==> config.mk <==
export PLATFORM = sky130hd
export DESIGN_NAME = linear_probe_hash_table_top
export DESIGN_NICKNAME = d
export VERILOG_FILES = /design/src/hdl/lpht_pkg.sv /design/src/hdl/linear_probe_hash_table_top.sv
export VERILOG_INCLUDE_DIRS = /design/src /design/src/hdl
export SDC_FILE = /design/constraint.sdc
export NUM_CORES = 1
export LEC_CHECK = 0
export BUFFER_PORTS_ARGS = -buffer_cell sky130_fd_sc_hd__buf_2
export CAP_MARGIN = 10
export CORE_ASPECT_RATIO = 1.4
export CORE_MARGIN = 4
export CORE_UTILIZATION = 40
export DETAILED_ROUTE_END_ITERATION = 16
export HOLD_SLACK_MARGIN = 0.06
export PLACE_DENSITY = 0.54
export SKIP_LAST_GASP = 1
export SYNTH_ARGS = -nofsm -noshare
export SYNTH_HDL_FRONTEND = slang
export SYNTH_SLANG_ARGS = --single-unit
==> constraint.sdc <==
create_clock -name i_clk -period 7.1 [get_ports i_clk]
set_input_delay 0.355 -clock i_clk [delete_from_list [all_inputs] [get_ports i_clk]]
set_output_delay 0.355 -clock i_clk [all_outputs]
set_load 0.01 [all_outputs]
==> src/hdl/linear_probe_hash_table_top_macros.svh <==
// Assertion macros for the linear-probe hash table.
// Used by linear_probe_hash_table_top.sv; no other dependencies.
`ifndef LINEAR_PROBE_HASH_TABLE_TOP_MACROS_SVH
`define LINEAR_PROBE_HASH_TABLE_TOP_MACROS_SVH

// Same-cycle implication, checked on the rising clock edge outside reset.
`define LPHT_ASSERT_SAME(lbl, clk, rst_n, ante, cons) \
    lbl: assert property (@(posedge clk) disable iff (!(rst_n)) (ante) |-> (cons)) \
        else $error("lpht assertion failed");

// Next-cycle implication.
`define LPHT_ASSERT_NEXT(lbl, clk, rst_n, ante, cons) \
    lbl: assert property (@(posedge clk) disable iff (!(rst_n)) (ante) |=> (cons)) \
        else $error("lpht assertion failed");

`endif

==> src/hdl/lpht_pkg.sv <==
// Package for the linear-probe hash table: sizes, codes, request/result types.
// No dependencies.
package lpht_pkg;

    localparam int TABLE_SIZE = 16;
    localparam int IDX_W      = $clog2(TABLE_SIZE);
    localparam int CNT_W      = $clog2(TABLE_SIZE + 1);
    localparam int KEY_W      = 31;
    localparam int LOC_W      = 32;
    localparam int MEM_W      = KEY_W + LOC_W;

    // request kinds
    localparam logic [1:0] KIND_INSERT = 2'd0;
    localparam logic [1:0] KIND_SEARCH = 2'd1;
    localparam logic [1:0] KIND_DELETE = 2'd2;

    // result status codes
    localparam logic [1:0] ST_OK      = 2'd0;
    localparam logic [1:0] ST_FULL    = 2'd1;
    localparam logic [1:0] ST_MISSING = 2'd2;

    typedef enum logic [1:0] {
        S_IDLE,
        S_INSERT,
        S_PROBE
    } t_state;

    typedef struct packed {
        logic [1:0]       kind;
        logic [KEY_W-1:0] key;
        logic [LOC_W-1:0] location;
    } t_request;

    typedef struct packed {
        logic [1:0]       status;
        logic [LOC_W-1:0] found_location;
    } t_result;

endpackage

==> src/hdl/linear_probe_hash_table_top.sv <==
// Linear-probe hash table: top level with the slot memory and probe sequencer.
// Depends on lpht_pkg and linear_probe_hash_table_top_macros.svh.
//
// Usage:
//   A request (kind, key, location) is taken at a rising edge with start high
//   and busy low. Kinds: insert, search, delete; any other code leaves the
//   table alone and returns "not found".
//   Exactly one result comes back per request on o_result, qualified by
//   o_result_strobe for one cycle. The receiver cannot stall; results must be
//   taken in the strobe cycle. busy falls in the same cycle the strobe rises,
//   so a new request can be taken while the previous result is on the ports.
// Sequencing (from the accept edge to the strobe):
//   insert: checks p slots from home, p = 1..TABLE_SIZE; occupancy bits
//     are flops, one slot checked per cycle.
//   search/delete: checks p slots, p = 1..TABLE_SIZE; one key/location memory
//     read issued per cycle, compare in the next cycle (read latency), so a
//     miss reads every slot of the ring.
//   unknown kind: answered from idle, no probe. One request at a time; the probe walk sets throughput.
// Reset (synchronous, active low) clears the occupancy bits, so the table
// reads as empty at once; the key/location memory itself is not cleared.
`include "linear_probe_hash_table_top_macros.svh"

module linear_probe_hash_table_top (
    input  logic               i_clk,
    input  logic               i_rst_n,
    input  logic               start,
    input  lpht_pkg::t_request i_request,
    output logic               busy,
    output logic               o_result_strobe,
    output lpht_pkg::t_result  o_result
);

    // control/sequencer state
    lpht_pkg::t_state r_state, n_state;
    logic [1:0]                 r_kind;
    logic [lpht_pkg::KEY_W-1:0] r_key;
    logic [lpht_pkg::LOC_W-1:0] r_loc;
    logic [lpht_pkg::IDX_W-1:0] r_pos, n_pos;
    logic [lpht_pkg::CNT_W-1:0] r_cnt, n_cnt;

    // compare stage (registered behind the memory read)
    logic                       r_cmp_vld, n_cmp_vld;
    logic [lpht_pkg::IDX_W-1:0] r_cmp_pos;
    logic                       r_cmp_last;

    // storage: occupancy flops plus key/location memory
    logic [lpht_pkg::TABLE_SIZE-1:0] r_used;
    logic [lpht_pkg::MEM_W-1:0]      r_mem [lpht_pkg::TABLE_SIZE];
    logic [lpht_pkg::MEM_W-1:0]      r_rd_data;

    logic               r_strobe;
    lpht_pkg::t_result  r_result;

    // combinational control
    logic                       accept;
    logic                       rd_en;
    logic                       wr_en;
    logic [lpht_pkg::IDX_W-1:0] wr_addr;
    logic [lpht_pkg::MEM_W-1:0] wr_data;
    logic                       set_used, clr_used;
    logic                       finish;
    lpht_pkg::t_result          fin_result;
    logic                       match;
    logic [lpht_pkg::IDX_W-1:0] pos_inc;
    logic [lpht_pkg::IDX_W-1:0] home;

    assign accept  = start && !busy;
    assign busy    = (r_state != lpht_pkg::S_IDLE);
    assign home    = lpht_pkg::IDX_W'(i_request.key % lpht_pkg::TABLE_SIZE);
    assign pos_inc = (r_pos == lpht_pkg::IDX_W'(lpht_pkg::TABLE_SIZE - 1)) ?
                     '0 : r_pos + 1'b1;
    assign match   = r_cmp_vld && r_used[r_cmp_pos] &&
                     (r_rd_data[lpht_pkg::MEM_W-1:lpht_pkg::LOC_W] == r_key);

    // next state
    always_comb begin
        n_state = r_state;
        case (r_state)
            lpht_pkg::S_IDLE: begin
                if (accept) begin
                    if (i_request.kind == lpht_pkg::KIND_INSERT) begin
                        n_state = lpht_pkg::S_INSERT;
                    end else if (i_request.kind inside {lpht_pkg::KIND_SEARCH,
                                                        lpht_pkg::KIND_DELETE}) begin
                        n_state = lpht_pkg::S_PROBE;
                    end
                end
            end
            lpht_pkg::S_INSERT,
            lpht_pkg::S_PROBE: begin
                if (finish) begin
                    n_state = lpht_pkg::S_IDLE;
                end
            end
            default: n_state = lpht_pkg::S_IDLE;
        endcase
    end

    // sequencer outputs
    always_comb begin
        n_pos      = r_pos;
        n_cnt      = r_cnt;
        n_cmp_vld  = 1'b0;
        rd_en      = 1'b0;
        wr_en      = 1'b0;
        wr_addr    = r_pos;
        wr_data    = {r_key, r_loc};
        set_used   = 1'b0;
        clr_used   = 1'b0;
        finish     = 1'b0;
        fin_result = '{status: lpht_pkg::ST_MISSING, found_location: '0};
        case (r_state)
            lpht_pkg::S_IDLE: begin
                n_pos = home;
                n_cnt = '0;
                // unknown kind answers at once
                if (accept && !(i_request.kind inside {lpht_pkg::KIND_INSERT,
                                                       lpht_pkg::KIND_SEARCH,
                                                       lpht_pkg::KIND_DELETE})) begin
                    finish = 1'b1;
                end
            end
            lpht_pkg::S_INSERT: begin
                if (!r_used[r_pos]) begin
                    wr_en      = 1'b1;
                    set_used   = 1'b1;
                    finish     = 1'b1;
                    fin_result.status = lpht_pkg::ST_OK;
                end else if (r_cnt == lpht_pkg::CNT_W'(lpht_pkg::TABLE_SIZE - 1)) begin
                    finish     = 1'b1;
                    fin_result.status = lpht_pkg::ST_FULL;
                end else begin
                    n_pos = pos_inc;
                    n_cnt = r_cnt + 1'b1;
                end
            end
            lpht_pkg::S_PROBE: begin
                if (match) begin
                    finish = 1'b1;
                    fin_result.status = lpht_pkg::ST_OK;
                    if (r_kind == lpht_pkg::KIND_SEARCH) begin
                        fin_result.found_location = r_rd_data[lpht_pkg::LOC_W-1:0];
                    end else begin
                        // delete: free the slot, no tombstone
                        clr_used = 1'b1;
                        wr_en    = 1'b1;
                        wr_addr  = r_cmp_pos;
                        wr_data  = '0;
                    end
                end else if (r_cmp_vld && r_cmp_last) begin
                    finish = 1'b1;
                end
                if (!match && r_cnt < lpht_pkg::CNT_W'(lpht_pkg::TABLE_SIZE)) begin
                    rd_en     = 1'b1;
                    n_cmp_vld = 1'b1;
                    n_pos     = pos_inc;
                    n_cnt     = r_cnt + 1'b1;
                end
            end
            default: ;
        endcase
    end

    // control registers
    always_ff @(posedge i_clk) begin
        if (!i_rst_n) begin
            r_state   <= lpht_pkg::S_IDLE;
            r_cmp_vld <= 1'b0;
            r_strobe  <= 1'b0;
            r_used    <= '0;
        end else begin
            r_state   <= n_state;
            r_cmp_vld <= n_cmp_vld;
            r_strobe  <= finish;
            if (set_used) begin
                r_used[r_pos] <= 1'b1;
            end
            if (clr_used) begin
                r_used[r_cmp_pos] <= 1'b0;
            end
        end
    end

    // payload registers
    always_ff @(posedge i_clk) begin
        r_pos      <= n_pos;
        r_cnt      <= n_cnt;
        r_cmp_pos  <= r_pos;
        r_cmp_last <= (r_cnt == lpht_pkg::CNT_W'(lpht_pkg::TABLE_SIZE - 1));
        if (accept) begin
            r_kind <= i_request.kind;
            r_key  <= i_request.key;
            r_loc  <= i_request.location;
        end
        if (finish) begin
            r_result <= fin_result;
        end
    end

    // key/location memory: one write, one registered read per cycle
    always_ff @(posedge i_clk) begin
        if (wr_en) begin
            r_mem[wr_addr] <= wr_data;
        end
        if (rd_en) begin
            r_rd_data <= r_mem[r_pos];
        end
    end

    assign o_result_strobe = r_strobe;
    assign o_result        = r_result;

    // checks
    `LPHT_ASSERT_NEXT(a_accept_busy_or_done, i_clk, i_rst_n, accept, busy || o_result_strobe)
    `LPHT_ASSERT_SAME(a_fail_zero_loc, i_clk, i_rst_n,
        o_result_strobe && o_result.status != lpht_pkg::ST_OK, o_result.found_location == '0)
    `LPHT_ASSERT_SAME(a_one_write_kind, i_clk, i_rst_n, wr_en, set_used != clr_used)

endmodule

# Word-level counts from Yosys, hierarchy flattened

Memories as Yosys holds them, arrays and structs flattened. A register that Yosys moved wholly into a read port is not among the register bits.
Cells that the tools add are included.

Flip-flop bits (word level): 133
Output and inout bits: 36
Logic and storage cells: 111
Bits in writable memories: 1008
ROM bits: 0
Bits in latches: 0
Memories kept: 1

$mul: 0
Add/subtract/negate cells: 2
Equality and inequality tests: 14
Reductions and logical operators: 21
$lt $le $gt $ge: 5
Shifts and indexed selects: 0
Bitwise operators: 3
Div/mod/pow operators: 0
Muxes and demuxes: 52

Memories:

| memory | depth | bits a word | rd ports | clocked after Yosys merged registers in | write ports | RTL line                          | RTL |
|---|---|---|---|---|---|---|---|
| r_mem  | 16    | 63          | 1        | 1                                       | 1           | linear_probe_hash_table_top.sv:48 | `logic [lpht_pkg::MEM_W-1:0] r_mem [lpht_pkg::TABLE_SIZE];` |

Operator list:

| kind                                                                          | number |
|---|---|
| 63-bit two-way mux                                                            | 3 |
| 16-bit two-way mux                                                            | 3 |
| 34-bit two-way mux                                                            | 1 |
| 32-bit two-way mux                                                            | 1 |
| 31-bit equality test                                                          | 1 |
| 4-bit two-way mux                                                             | 7 |
| 1-bit two-way mux                                                             | 18 |
| 16-bit bitwise AND                                                            | 1 |
| 16-bit inverter                                                               | 1 |
| 16-bit bitwise OR                                                             | 1 |
| 5-bit two-way mux                                                             | 3 |
| 5-bit case mux with 3 select lines                                            | 1 |
| 2-bit two-way mux                                                             | 6 |
| 4-bit case mux with 3 select lines                                            | 1 |
| 4-bit by 5-bit less-than comparator with 1-bit output (second input constant) | 2 |
| 2-bit inequality test (second input constant)                                 | 5 |
| 1-bit binary-select mux with 4-bit select                                     | 2 |
| 1-bit demux with 4-bit select                                                 | 2 |
| 4-bit by 1-bit >= comparator with 1-bit output (second input constant)        | 2 |
| 1-bit logical AND                                                             | 8 |
| 2-bit case mux with 2 select lines                                            | 2 |
| 2-bit by 1-bit equality test with 1-bit output (second input constant)        | 3 |
| 3-bit AND reduction                                                           | 2 |
| 3-bit nonzero test                                                            | 2 |
| other kinds (14)                                                              | 19 |

# Logic depth before layout (Yosys ltp)

Depth in word-level cells: 9
Depth in mapped cells: 9

# Worst setup path before layout

No wires, ideal clock.

Kind: reg2reg
Start: register r_cmp_pos[0] (netlist bit)
End: memory r_mem[1][0] (netlist bit), enable pin
Path buffers: 2
Stages on the path, launching flop included: 9
Arrival: 5.082 ns
Path slack: 1.507 ns
Period minus slack after synthesis: 5.593 ns
Data required time: 6.589 ns
Path through: dfxtp_1 buf_2 mux4_2 a22oi_1 nand2_1 nand4_2 nand2b_1 buf_4 mux2i_1

Cells in the longest elaborated chain, start to end: 8
Elaborated cells between the ends (all ways): 11
Classes of those cells: 9 x mux; 2 x reduce/logical

RTL lines:

| what                                      | RTL line                           | RTL |
|---|---|---|
| start: declaration                        | linear_probe_hash_table_top.sv:43  | `logic [lpht_pkg::IDX_W-1:0] r_cmp_pos;` |
| start signal: assignment                  | linear_probe_hash_table_top.sv:188 | `r_cmp_pos <= r_pos;` |
| 1-bit binary-select mux with 4-bit select | linear_probe_hash_table_top.sv:72  | `assign match = r_cmp_vld && r_used[r_cmp_pos] &&` |
| 1-bit two-way mux (not written as such)   | linear_probe_hash_table_top.sv:72  |  |
| 1-bit logical AND (2 in series)           | linear_probe_hash_table_top.sv:72  |  |
| 1-bit two-way mux                         | linear_probe_hash_table_top.sv:138 | `if (match) begin` |
| 1-bit case mux with 2 select lines        | linear_probe_hash_table_top.sv:112 | `case (r_state)` |
| 1-bit two-way mux                         | linear_probe_hash_table_top.sv:202 | `if (wr_en) begin` |
| 1-bit two-way mux (not written as such)   | linear_probe_hash_table_top.sv:203 | `r_mem[wr_addr] <= wr_data;` |
| end: declaration                          | linear_probe_hash_table_top.sv:48  |  |

Parallel ways exist; a longest one is shown, timed or not. The select of a mux whose other input is x is not followed.

# Final worst setup path

Start: register r_key[18] (netlist bit)
End: memory r_mem[3][36] (netlist bit), enable pin

Cells in the longest elaborated chain, start to end: 6
Elaborated cells between the ends (all ways): 8
Classes of those cells: 1 x eq/ne; 6 x mux; 1 x reduce/logical

RTL lines:

| what                                    | RTL line                           | RTL |
|---|---|---|
| start: declaration                      | linear_probe_hash_table_top.sv:36  | `logic [lpht_pkg::KEY_W-1:0] r_key;` |
| start signal: assignment                | linear_probe_hash_table_top.sv:192 | `r_key <= i_request.key;` |
| 31-bit equality test (*)                | linear_probe_hash_table_top.sv:73  | `(r_rd_data[lpht_pkg::MEM_W-1:lpht_pkg::LOC_W] == r_key);` |
| 1-bit logical AND (*)                   | linear_probe_hash_table_top.sv:72  |  |
| 1-bit two-way mux                       | linear_probe_hash_table_top.sv:138 |  |
| 1-bit case mux with 2 select lines      | linear_probe_hash_table_top.sv:112 |  |
| 1-bit two-way mux                       | linear_probe_hash_table_top.sv:202 |  |
| 1-bit two-way mux (not written as such) | linear_probe_hash_table_top.sv:203 |  |

Mark *: on every way between the ends. The rest lies on a longest branch, timed or not.

==> run summary <==
Before CTS, the worst setup slack after placement is 2.22 ns. Of the total power, combinational logic draws 23.5%. The part of the total power dissipated in the clock network came out at 30.7%. STA puts the critical path data arrival time at 5.11 ns. Leaving out fill and tap cells, the most frequent cell in the layout is sky130_fd_sc_hd__edfxtp_1. Input and output buffers added on the ports amount to 103.

The main flop type after synthesis was sky130_fd_sc_hd__edfxtp_1. The worst setup path is of the reg2reg kind. The tools report the worst ir drop on vdd as 0.000249 V. The signal on the critical path passes through xnor2_1 > nand4_1 > nor4_1 > nand4_2 > nand2b_4 > mux2i_4 > buf_4. Buffers added to address setup during post-CTS repair amount to 0. Path type of the worst min-delay path: in2reg. The slew of the pin with the lowest slew margin was 1.15 ns; the critical-path maximum fanout was 67. The clock passes through at most 3 buffers.

The final critical-path required period was 4.77 ns. The average vias per placed instance was 5.50; the final net count was 2280. The Yosys step of the flow raised 0 warnings.

The clock buffer count from CTS is 113. Dividing the detail-routed wire length by the instance count gives 27.7 um. The area share of the leading cell type in the synthesized netlist was 77.3%. For this run, asynchronously set or reset flops after synthesis account for 0%. Routability-driven placement finished with a final weighted congestion of 0.786. Worst slew margin relative to its limit: 23.6%. Setup violations remaining at the end of the flow were counted as 0. The kind of capture point of the worst setup path is a flip-flop.

Detailed placement ended at an HPWL of 56600 um. The final-layout setup total negative slack is 0 ns. Summing all non-filler instances in the final layout gives an area of 52700 um^2. The all-layer global routing usage was 17.5%. For this design, the slowest cell found on the critical path is sky130_fd_sc_hd__mux2i_4. After detailed placement, the design holds a cell count of 3501.

Initial antenna violation count: 2. Counting flops with a built-in enable in the synthesized netlist gives 1179. The setup check on the worst reg-to-reg path leaves a slack of 2.33 ns.

Synthesis instantiated 45 different standard cells from the library. The run gives 9284 as the count of fill cells added during filler insertion. On the worst path, the slowest cell contributes a delay of 0.96 ns.

By area the synthesized netlist is led by sky130_fd_sc_hd__edfxtp_1 77%, sky130_fd_sc_hd__mux4_2 16%, sky130_fd_sc_hd__and2_1 1.4%, sky130_fd_sc_hd__dfxtp_1 1.1%, sky130_fd_sc_hd__xnor2_1 0.63%. Summing over every cut layer, the via total after detailed routing is 20800. Sequential cells account for 45.8% of the total power. The internal power summed over all cells was 0.0139 W; the initial cell density of the core was 40.4%.

The logs give 104 for the count of pins on the block boundary and 154000 um for the first-pass GRT wire length. After synthesis the cells add up to 45800 um^2. The tool flagged a number of max-cap violations equal to 0.

The switching portion of total power came out at 27.0%. For the register area, the log shows 35900 um^2. Total count of hold-check failures in the final report: 0.

In the synthesized netlist, the number of instances is 1960. The tools report the via count of the first global-routing pass as 22000. Setup repair after global routing left no endpoint under its margin. After floorplanning, the core was divided into 146 placement rows. The library cells used most frequently in the layout, excluding fill and tap cells, are 1179 x sky130_fd_sc_hd__edfxtp_1, 321 x sky130_fd_sc_hd__mux4_2, 113 x sky130_fd_sc_hd__clkbuf_16. The number of buffer and inverter instances along the worst setup path works out to 1. The master cell of the clock root buffer is sky130_fd_sc_hd__clkbuf_16. For the area of the die, the log shows 120000 um^2. Post-CTS repair changed the size of 0 cells. In this run the static leakage power is 16.5 nW. TritonCTS built the clock tree.

The worst setup path is launched from a flip-flop. The final count of pins violating max slew was 0. The vertical die dimension was 408 um; the antenna diode count was 0.

The synthesized design contains 1204 register bits. The leading area contributor after synthesis is sky130_fd_sc_hd__edfxtp_1. The multi-input combinational cells in the finished layout cover a total of 9710 um^2.

The run finished with clean final reports. The first routing iteration left 1676 violations. The logs give 0.71 ns for the clock latency at the later pin of the worst-skew pair and 48500 um^2 for the area of placed instances. The number of remaining DRC errors is 0, and the residual overflow from global routing is 0. The critical path data required time is 7.44 ns. The H-tree depth reported by CTS was 3.

For the remaining antenna violation count, the log shows 0. The layout overhead on the synthesized area was 15.1%; the total core area was 113000 um^2. Clock sink total: 1204. On the final layout, the worst clock skew is 0.0250 ns. Across all setup checks in the final design, the least slack found is 2.33 ns. The logs give 0.0190 W for the total power draw and 78.4% for the sequential element share of the synthesized area. Wires add up to 105000 um. The run gives 0.00514 W as the net load switching power. The detailed-routing iteration count for the pre-antenna-repair pass was 5; the largest net degree at the start of global routing was 71. Fmax: 209 MHz. Excluding fillers, the count of instances in the completed layout stands at 3775.

Dividing total power by cell area gives a power density of 361 nW/um^2. The number of hold buffers added after cts is 66. The share of cells above drive strength 1 was 29.2%.

The mean area per synthesized cell came out at 23.4 um^2. The die is 294 um wide. Counting every net in the synthesized netlist gives 2038. After clock tree synthesis, the clock-pin slew on the worst setup and hold paths is 0.06 ns.

In this design, the largest share of critical-path delay is due to simple AND/OR/NAND/NOR gates. In the finished design, the share of the clock period the worst path needs comes to 67.2%.
-- kinds of logic after synthesis --
family	after synthesis	synth area share, %
compound gates	43	0.609
buf+inv	105	0.902
flops	1204	78.4
mux	349	16.4
fa+ha+maj	10	0.273
xor+xnor	34	0.650
simple gates	215	2.72
-- final timing paths --
check | startpoint | to | cells after the start
worst min register to register | r_rd_data[10]$_DFFE_PP_ | o_result[10]$_SDFFCE_PN0P_ | 1
worst min-delay path | start | r_kind[1]$_DFFE_PP_ | 2
worst max register to register | r_key[18]$_DFFE_PP_ | r_mem[3][36]$_DFFE_PP_ | 7
worst max-delay path | r_key[18]$_DFFE_PP_ | r_mem[3][36]$_DFFE_PP_ | 7
-- layer usage --
layer  track usage [%]  vias up  wire [um]
met1              23.9    11400      44000
met5                 0        -          0
met3              2.21      115       4670
met2              29.9      556      53800
met4              5.04        0       2170
li1                  -     8715          -
-- layout make-up --
| cell class | count | area share, % |
|---|---|---|
| repair buffers | 222 | 3.13 |
| inverters | 10 | 0.0760 |
| clock inverters | 73 | 1.20 |
| well taps | 1480 | 3.51 |
| multi-input cells | 651 | 18.4 |
| clock buffers | 135 | 5.52 |
| flip-flops and latches | 1204 | 68.1 |
-- state kept, by name, summed over array words and instances (netlist names) --
| name | flops |
|---|---|
| r_mem | 1008 |
| r_rd_data | 63 |
| o_result | 34 |
| r_loc | 32 |
| r_key | 31 |
| r_used | 16 |
| r_cnt | 5 |
| r_cmp_pos | 4 |
| r_pos | 4 |
| r_kind | 2 |
| r_state | 2 |
| o_result_strobe | 1 |
| r_cmp_last | 1 |
| r_cmp_vld | 1 |
-- worst reg2reg max path: stages, from the launching register on --
cell and delay, ns:
sky130_fd_sc_hd__edfxtp_1 0.42, sky130_fd_sc_hd__xnor2_1 0.16, sky130_fd_sc_hd__nand4_1 0.23, sky130_fd_sc_hd__nor4_1 0.86
sky130_fd_sc_hd__nand4_2 0.42, sky130_fd_sc_hd__nand2b_4 0.77, sky130_fd_sc_hd__mux2i_4 0.99, sky130_fd_sc_hd__buf_4 0.54
-- cell usage after synthesis, drive strengths merged, types with 2 or more instances --
master  count
and3        8
a21oi      19
o31a        2
nand3      10
nand2      39
nor4        5
edfxtp   1179
mux2       10
a211oi      5
nor3        9
mux2i      18
and2      103
xnor2      33
mux4      321
a22oi       2
o21ai       2
inv        10
nor2b       7
nand4       9
clkbuf     48
dfxtp      25
buf        47
nand2b      8
a311oi      3
ha         10
a31oi       6
nor2       12
-- power groups by stage --
stage | Clock [W] | Combinational, W | Sequential [W]
after detailed placement | 0 | 0.00458 | 0.00887
after global routing | 0.00629 | 0.00482 | 0.00875
after CTS | 0.00601 | 0.00463 | 0.00872
after global placement | 0 | 0.00453 | 0.00886
after floorplan | 0 | 0.00328 | 0.00882
final | 0.00584 | 0.00448 | 0.00871
-- stage by stage --
step / util (%) / hold WS [ns]
floorplan: - / 0.346
global placement: 42.7 / 0.488
detailed placement: 42.7 / 0.502
CTS: 46.5 / 0.277
global route: 46.5 / 0.315
finish: 46.5 / 0.318
Note: power is estimated with default switching activity, not from simulation.
